[config.mk]
export PLATFORM = sky130hd
export DESIGN_NAME = soa_ctrl
export DESIGN_NICKNAME = d
export VERILOG_FILES = /design/src/sv/soa_pkg.sv /design/src/sv/soa_ctrl.sv
export SDC_FILE = /design/constraint.sdc
export NUM_CORES = 1
export LEC_CHECK = 0
export ABC_AREA = 1
export BUFFER_PORTS_ARGS = -buffer_cell sky130_fd_sc_hd__buf_4
export CORE_AREA = 2 2 39 41
export CTS_BUF_LIST = sky130_fd_sc_hd__clkbuf_4 sky130_fd_sc_hd__clkbuf_8
export CTS_CLUSTER_SIZE = 30
export DETAILED_ROUTE_END_ITERATION = 12
export DIE_AREA = 0 0 41 43
export GPL_ROUTABILITY_DRIVEN = 1
export PLACE_DENSITY = 0.8
export SYNTH_ARGS = -nofsm -noshare
export SYNTH_HDL_FRONTEND = slang
export SYNTH_SLANG_ARGS = --single-unit
[constraint.sdc]
create_clock -name i_clk -period 2.2 [get_ports i_clk]
set_input_delay 0.22 -clock i_clk [delete_from_list [all_inputs] [get_ports i_clk]]
set_output_delay 0.22 -clock i_clk [all_outputs]
set_load 0.1 [all_outputs]
[src/sv/soa_pkg.sv]
`timescale 1ns / 1ps

package soa_pkg;

    localparam int NUM_SLABS = 16;
    localparam int MAX_SLOTS = 64;

    localparam int SLAB_W    = (NUM_SLABS > 1) ? $clog2(NUM_SLABS) : 1;
    localparam int INUSE_W   = $clog2(NUM_SLABS + 1);
    localparam int SLOT_W    = (MAX_SLOTS > 1) ? $clog2(MAX_SLOTS) : 1;
    localparam int NCHUNK    = (MAX_SLOTS + 7) / 8;
    localparam int CH_W      = (NCHUNK > 1) ? $clog2(NCHUNK) : 1;
    localparam int PAD_SLOTS = NCHUNK * 8;

    localparam int ADDR_W    = 32;
    localparam int SIZE_W    = 17;
    localparam int CNT_W     = 7;
    localparam int STAMP_W   = 32;
    localparam int DIVC_W    = $clog2(ADDR_W);
    localparam int PADDR_W   = 4;
    localparam int PDATA_W   = 32;

    typedef enum logic [1:0] {
        KIND_UNUSED,
        KIND_EMPTY,
        KIND_PARTIAL,
        KIND_FULL
    } t_kind;

    typedef enum logic [1:0] {
        ST_OK,
        ST_OUT_OF_SLABS,
        ST_BAD_ADDR,
        ST_DOUBLE_FREE
    } t_status;

    typedef enum logic [1:0] {
        REG_REGION_BASE,
        REG_SLAB_SIZE,
        REG_OBJECT_SIZE,
        REG_SLOTS_PER_SLAB
    } t_reg;

    typedef enum logic [3:0] {
        S_IDLE,
        S_SCAN,
        S_PICK,
        S_FIND,
        S_MUL,
        S_ADDR,
        S_FCHK,
        S_FDIV1,
        S_FDIV2
    } t_state;

    typedef struct packed {
        logic [ADDR_W-1:0] region_base;
        logic [SIZE_W-1:0] slab_len;
        logic [SIZE_W-1:0] obj_len;
        logic [CNT_W-1:0]  slots_per_slab;
    } t_cfg;

    typedef struct packed {
        logic    load;
        logic    scan_step;
        logic    pick;
        logic    find_step;
        logic    fill_fail;
        logic    mul;
        logic    alloc_commit;
        logic    div_slab;
        logic    div_slot;
        logic    free_commit;
        logic    rd_scan;
        logic    rd_quot;
        logic    emit;
        t_status emit_status;
    } t_cmd;

    typedef struct packed {
        logic scan_last;
        logic have_partial;
        logic have_empty;
        logic pool_left;
        logic find_hit;
        logic find_last;
        logic div_done;
        logic addr_null;
        logic size_zero;
        logic slab_bad;
        logic slot_bad;
        logic double_free;
    } t_stat;

endpackage

[src/sv/soa_ctrl.sv]
`timescale 1ns / 1ps

module soa_ctrl (
    input  logic           i_clk,
    input  logic           i_rst_n,
    input  logic           i_start,
    input  logic           i_func,
    input  soa_pkg::t_stat i_stat,
    output soa_pkg::t_cmd  o_cmd,
    output logic           o_busy
);

    soa_pkg::t_state r_state;
    soa_pkg::t_state n_state;

    always_ff @(posedge i_clk) begin
        if (!i_rst_n) begin
            r_state <= soa_pkg::S_IDLE;
        end else begin
            r_state <= n_state;
        end
    end

    always_comb begin
        n_state = r_state;
        o_cmd   = '0;
        unique case (r_state)
            soa_pkg::S_IDLE: begin
                if (i_start) begin
                    o_cmd.load = 1'b1;
                    n_state    = i_func ? soa_pkg::S_FCHK : soa_pkg::S_SCAN;
                end
            end
            soa_pkg::S_SCAN: begin
                o_cmd.scan_step = 1'b1;
                o_cmd.rd_scan   = 1'b1;
                if (i_stat.scan_last) begin
                    n_state = soa_pkg::S_PICK;
                end
            end
            soa_pkg::S_PICK: begin
                if (!i_stat.have_partial && !i_stat.have_empty && !i_stat.pool_left) begin
                    o_cmd.emit        = 1'b1;
                    o_cmd.emit_status = soa_pkg::ST_OUT_OF_SLABS;
                    n_state           = soa_pkg::S_IDLE;
                end else begin
                    o_cmd.pick = 1'b1;
                    n_state    = soa_pkg::S_FIND;
                end
            end
            soa_pkg::S_FIND: begin
                o_cmd.find_step = 1'b1;
                if (i_stat.find_hit) begin
                    n_state = soa_pkg::S_MUL;
                end else if (i_stat.find_last) begin
                    o_cmd.fill_fail   = 1'b1;
                    o_cmd.emit        = 1'b1;
                    o_cmd.emit_status = soa_pkg::ST_OUT_OF_SLABS;
                    n_state           = soa_pkg::S_IDLE;
                end
            end
            soa_pkg::S_MUL: begin
                o_cmd.mul = 1'b1;
                n_state   = soa_pkg::S_ADDR;
            end
            soa_pkg::S_ADDR: begin
                o_cmd.alloc_commit = 1'b1;
                o_cmd.emit         = 1'b1;
                o_cmd.emit_status  = soa_pkg::ST_OK;
                n_state            = soa_pkg::S_IDLE;
            end
            soa_pkg::S_FCHK: begin
                priority if (i_stat.addr_null) begin
                    o_cmd.emit        = 1'b1;
                    o_cmd.emit_status = soa_pkg::ST_OK;
                    n_state           = soa_pkg::S_IDLE;
                end else if (i_stat.size_zero) begin
                    o_cmd.emit        = 1'b1;
                    o_cmd.emit_status = soa_pkg::ST_BAD_ADDR;
                    n_state           = soa_pkg::S_IDLE;
                end else begin
                    o_cmd.div_slab = 1'b1;
                    n_state        = soa_pkg::S_FDIV1;
                end
            end
            soa_pkg::S_FDIV1: begin
                o_cmd.rd_quot = 1'b1;
                if (i_stat.div_done) begin
                    if (i_stat.slab_bad) begin
                        o_cmd.emit        = 1'b1;
                        o_cmd.emit_status = soa_pkg::ST_BAD_ADDR;
                        n_state           = soa_pkg::S_IDLE;
                    end else begin
                        o_cmd.div_slot = 1'b1;
                        n_state        = soa_pkg::S_FDIV2;
                    end
                end
            end
            soa_pkg::S_FDIV2: begin
                if (i_stat.div_done) begin
                    o_cmd.emit = 1'b1;
                    n_state    = soa_pkg::S_IDLE;
                    priority if (i_stat.slot_bad) begin
                        o_cmd.emit_status = soa_pkg::ST_BAD_ADDR;
                    end else if (i_stat.double_free) begin
                        o_cmd.emit_status = soa_pkg::ST_DOUBLE_FREE;
                    end else begin
                        o_cmd.free_commit = 1'b1;
                        o_cmd.emit_status = soa_pkg::ST_OK;
                    end
                end
            end
            default: begin
                n_state = soa_pkg::S_IDLE;
            end
        endcase
    end

    assign o_busy = r_state != soa_pkg::S_IDLE;

endmodule

After elaboration in Yosys (flattened, before gate mapping)
Index checks and enable logic that the tools add are counted.
Cells by class
  equal/unequal tests: 13
  mux-type cells: 44
  reduce and logical (&&, ||, !) cells: 8
Operators with widths (number)
  $mux 4: 8
  $pmux 4 s8: 1
  $mux 3: 10
  $mux 1: 20
  $pmux 3 s6: 1
  $eq 4x3->1 const B: 4
  $eq 4x2->1 const B: 2
  $mux 2: 4
  $ne 2x2->1 const B: 4
  $reduce_and 5->1: 1
  $eq 4x1->1 const B: 1
  $eq 4x4->1 const B: 1
  $logic_not 4->1: 1
  $reduce_bool 4->1: 1
  $logic_not 1->1: 3
  $ne 3x3->1 const B: 1
  $logic_and 1x1->1: 2
Word-level totals
  bits in registers: 4
  input port bits: 16
  output and inout bits: 16

Longest topological paths before layout
  depth in word-level cells: 5
  mapped depth: 9
  gate-level depth less buffers: 9

Worst setup path before layout
Ideal clock, no wire load.
  path type: register to output
  start: register r_state[3]
  end: output o_cmd[2] (netlist name)
  data arrival time: 3.586 ns
  data required time: 1.980 ns
  path slack: -1.606 ns
  cell stages (with the launch flop): 9
  buffers on the path: 1
  path through: dfxtp_1 > nor2_1 > buf_6 > nand2_1 > inv_1 > nand2_1 > nor2_1 > nor2_1 > nand4_1
RTL lines
  from (decl): RTL line soa_ctrl.sv:13  | soa_pkg::t_state r_state;
  from (signal assigned): RTL line soa_ctrl.sv:18  | r_state <= soa_pkg::S_IDLE;
  from (signal assigned): RTL line soa_ctrl.sv:20  | r_state <= n_state;
  to (decl): RTL line soa_ctrl.sv:9  | output soa_pkg::t_cmd o_cmd,

==> results.yml <==
synth:
  avgSynthCellArea_um2: 5.04
  yosys.area.top_type: "nand2_1"
  yosys_warnings: 0
  synth_top_area_frac: 0.211
  synth_area_leaders: "nand2_1 21%, dfxtp_1 17%, nor2_1 16%, inv_1 14%, nand3_1 9.4%"
  syn_area_um2: 479
  ys_types: 14
  synthesis.nets: 111
  synthCells: 95
  ys_seq_area_frac: 0.167
  synth-seq-cells: 4
global_route:
  grt_pass1_wl_um: 2060
  grt_busiest_layer: "met2"
  first_global_vias: 561
  gr-usage-all-layers: 0.168
  grt.met3_usage: 0.0314
  met2_usage: 0.281
  overflow: 0
  antenna_found_initial: 0
  grt_max_degree: 12
  use_met1: 0.191
power_and_ir_drop:
  total_power_mw: 1.07
  cellPowerDensity_nw_per_um2: 1350
  leakage_nw: 0.479
  ir_worst_vdd_mv: 1.08
setup_path:
  slowest_stage: "dfxtp_1"
  crit_family: "simple AND/OR/NAND/NOR gates"
  cp_num_buf_inv: 2
  critPathArrivalTime_ps: 1790
  r2r_slack_ps: 930
  startpoint_type: "flop"
  crit_required_ps: 1980
  reg2reg_to: "r_state[0]"
  cp_common_cell: "nor2_4"
  critPathKind: "flop to output port"
  r2r_start: "r_state[3]"
  critPathMaxStageDelay_ps: 330
  r2r_cells: 9
  cp-end-kind: "output port"
  cp_max_fo: 11
  path_cells: "nor2_2 -> nand2_1 -> clkinvlp_4 -> nand2_2 -> nor2_4 -> nor2_4 -> nand4_1 -> buf_4"
detailed_routing:
  viasPerCell: 4.64
  first_iter_violations: 7
  wl_um: 1260
  first_pass_iters: 4
  via_count: 663
  drtAntennaViolNets: 0
  drc_errors: 0
  wl_per_cell_um: 8.84
cells_and_area:
  fin_util: 0.571
  reg_top3: "r_state x4"
  largest_register_ffs: 4
  final_area_um2: 790
  area_growth_pct: 64.8
  regMostFlops: "r_state"
  layout-drive-gt1-share: 0.362
  finalNonFillerCells: 143
  diodes: 0
  fin_nets: 145
clock_network:
  cts.sinks: 4
  cts_hold_buf: 0
  cts_tree: "done"
  root_buffer: "clkbuf_4"
  clock_path_buffers: 2
  numCtsBuffers: 3
  clk_latency_ps: 240
  ctsResizeCount: 0
  post_cts_buffers: 0
  clk_pin_slew_worst_paths_ps: 40
  htreeDepth: 1
placement:
  port_buffers: 31
  place_hpwl_um: 1120
  place_area_um2: 767
  gp_congestion: 0.835
  placed_cells: 140
floorplan:
  die_w_um: 41
  dieArea_um2: 1760
  die_h_um: 43
  fp-row-count: 14
  initial_core_util: 0.346
  core_um2: 1380
  num_io_pins: 32
timing:
  setup-violations-final: 0
  slew_headroom: 0.761
  fin_crit_sh: 0.913
  period_needed_ps: 2010
  fmax_ghz: 0.498
  finalHoldViolations: 0
  rsz0062_at_grt: "no"
  clock_skew_ps: 6.47
  worst-slew-pin-transition_ps: 358
  slew_violations: 0
min_path:
  min_path_cells: 3
  whs_endpoint: "r_state[2]"
  hp-start: "i_rst_n"
  hold_class: "input port to flop"
outcome:
  outcome: "complete, no violations"
flow_run:
  drv_cap: 0
==> per-layer routing <==
| layer | up-vias | share of wire |
|---|---|---|
| li1 | 354 | - |
| met1 | 290 | 0.41 |
| met2 | 15 | 0.52 |
| met3 | 4 | 0.051 |
| met4 | 0 | 0.013 |
| met5 | - | 0 |
==> metrics by stage <==
step / setup TNS [ps] / hold WS, ps / setup WS, ps
global placement: 0 / 470 / 508
detailed placement: 0 / 473 / 437
CTS: 0 / 224 / 175
floorplan: -1040 / 333 / -601
finish: 0 / 227 / 191
global route: 0 / 236 / 88.5
==> tightest hold or removal path, cell delays in order <==
cell and delay, ps:
buf_4 100, nand2_1 50, nor2_1 70
==> power breakdown <==
part	switching [mW]	internal, mW
combinational	0.667	0.186
clock	0.0302	0.0610
sequential	0.0287	0.0963
==> cells by family (layout without fill, tap and decap cells) <==
| family | count (synthesis) | after routing | share of synthesized area |
|---|---|---|---|
| compound gates | 3 | 3 | 0.0418 |
| simple gates | 68 | 68 | 0.611 |
| buf+inv | 20 | 52 | 0.180 |
| flops | 4 | 4 | 0.167 |
==> cell usage in the layout (no fill, tap or decap), drive strengths merged, types with 2 or more instances in the layout <==
| cell | instances |
|---|---|
| nor2 | 24 |
| buf | 31 |
| inv | 17 |
| nand2 | 27 |
| nor3 | 3 |
| clkbuf | 3 |
| nand3 | 9 |
| nand4 | 3 |
| dfxtp | 4 |
| nand3b | 2 |
==> cell usage after synthesis <==
cell,count
buf_4,1
nor2_2,3
nand3b_1,2
o211ai_1,1
nor3_1,3
nand3_1,9
nor2_1,21
inv_1,18
o21ai_0,1
dfxtp_1,4
a21boi_0,1
buf_6,1
nand4_1,3
nand2_1,27
==> worst max path at each step <==
| stage | slack [ps] | from | to | cells past startpoint |
|---|---|---|---|---|
| 2_1_floorplan | -600 | r_state[3] | o_cmd[2] | 8 |
| 3_3_place_gp | 510 | r_state[3] | o_cmd[2] | 8 |
| 3_5_place_dp | 440 | r_state[3] | o_cmd[2] | 8 |
| 4_1_cts | 170 | r_state[3] | o_cmd[2] | 8 |
| 5_1_grt | 90 | r_state[3] | o_cmd[2] | 8 |
| 6_report | 190 | r_state[3] | o_cmd[2] | 8 |
==> cell type report <==
cell class / instances / area [um^2]
Tap cell: 16 / 20.0
Timing Repair Buffer: 31 / 233
Inverter: 18 / 71.3
Multi-Input combinational cell: 71 / 362
Clock buffer: 3 / 22.5
Sequential cell: 4 / 81.3
Fill cell: 157 / 594
Power figures use the tool's default switching activity.
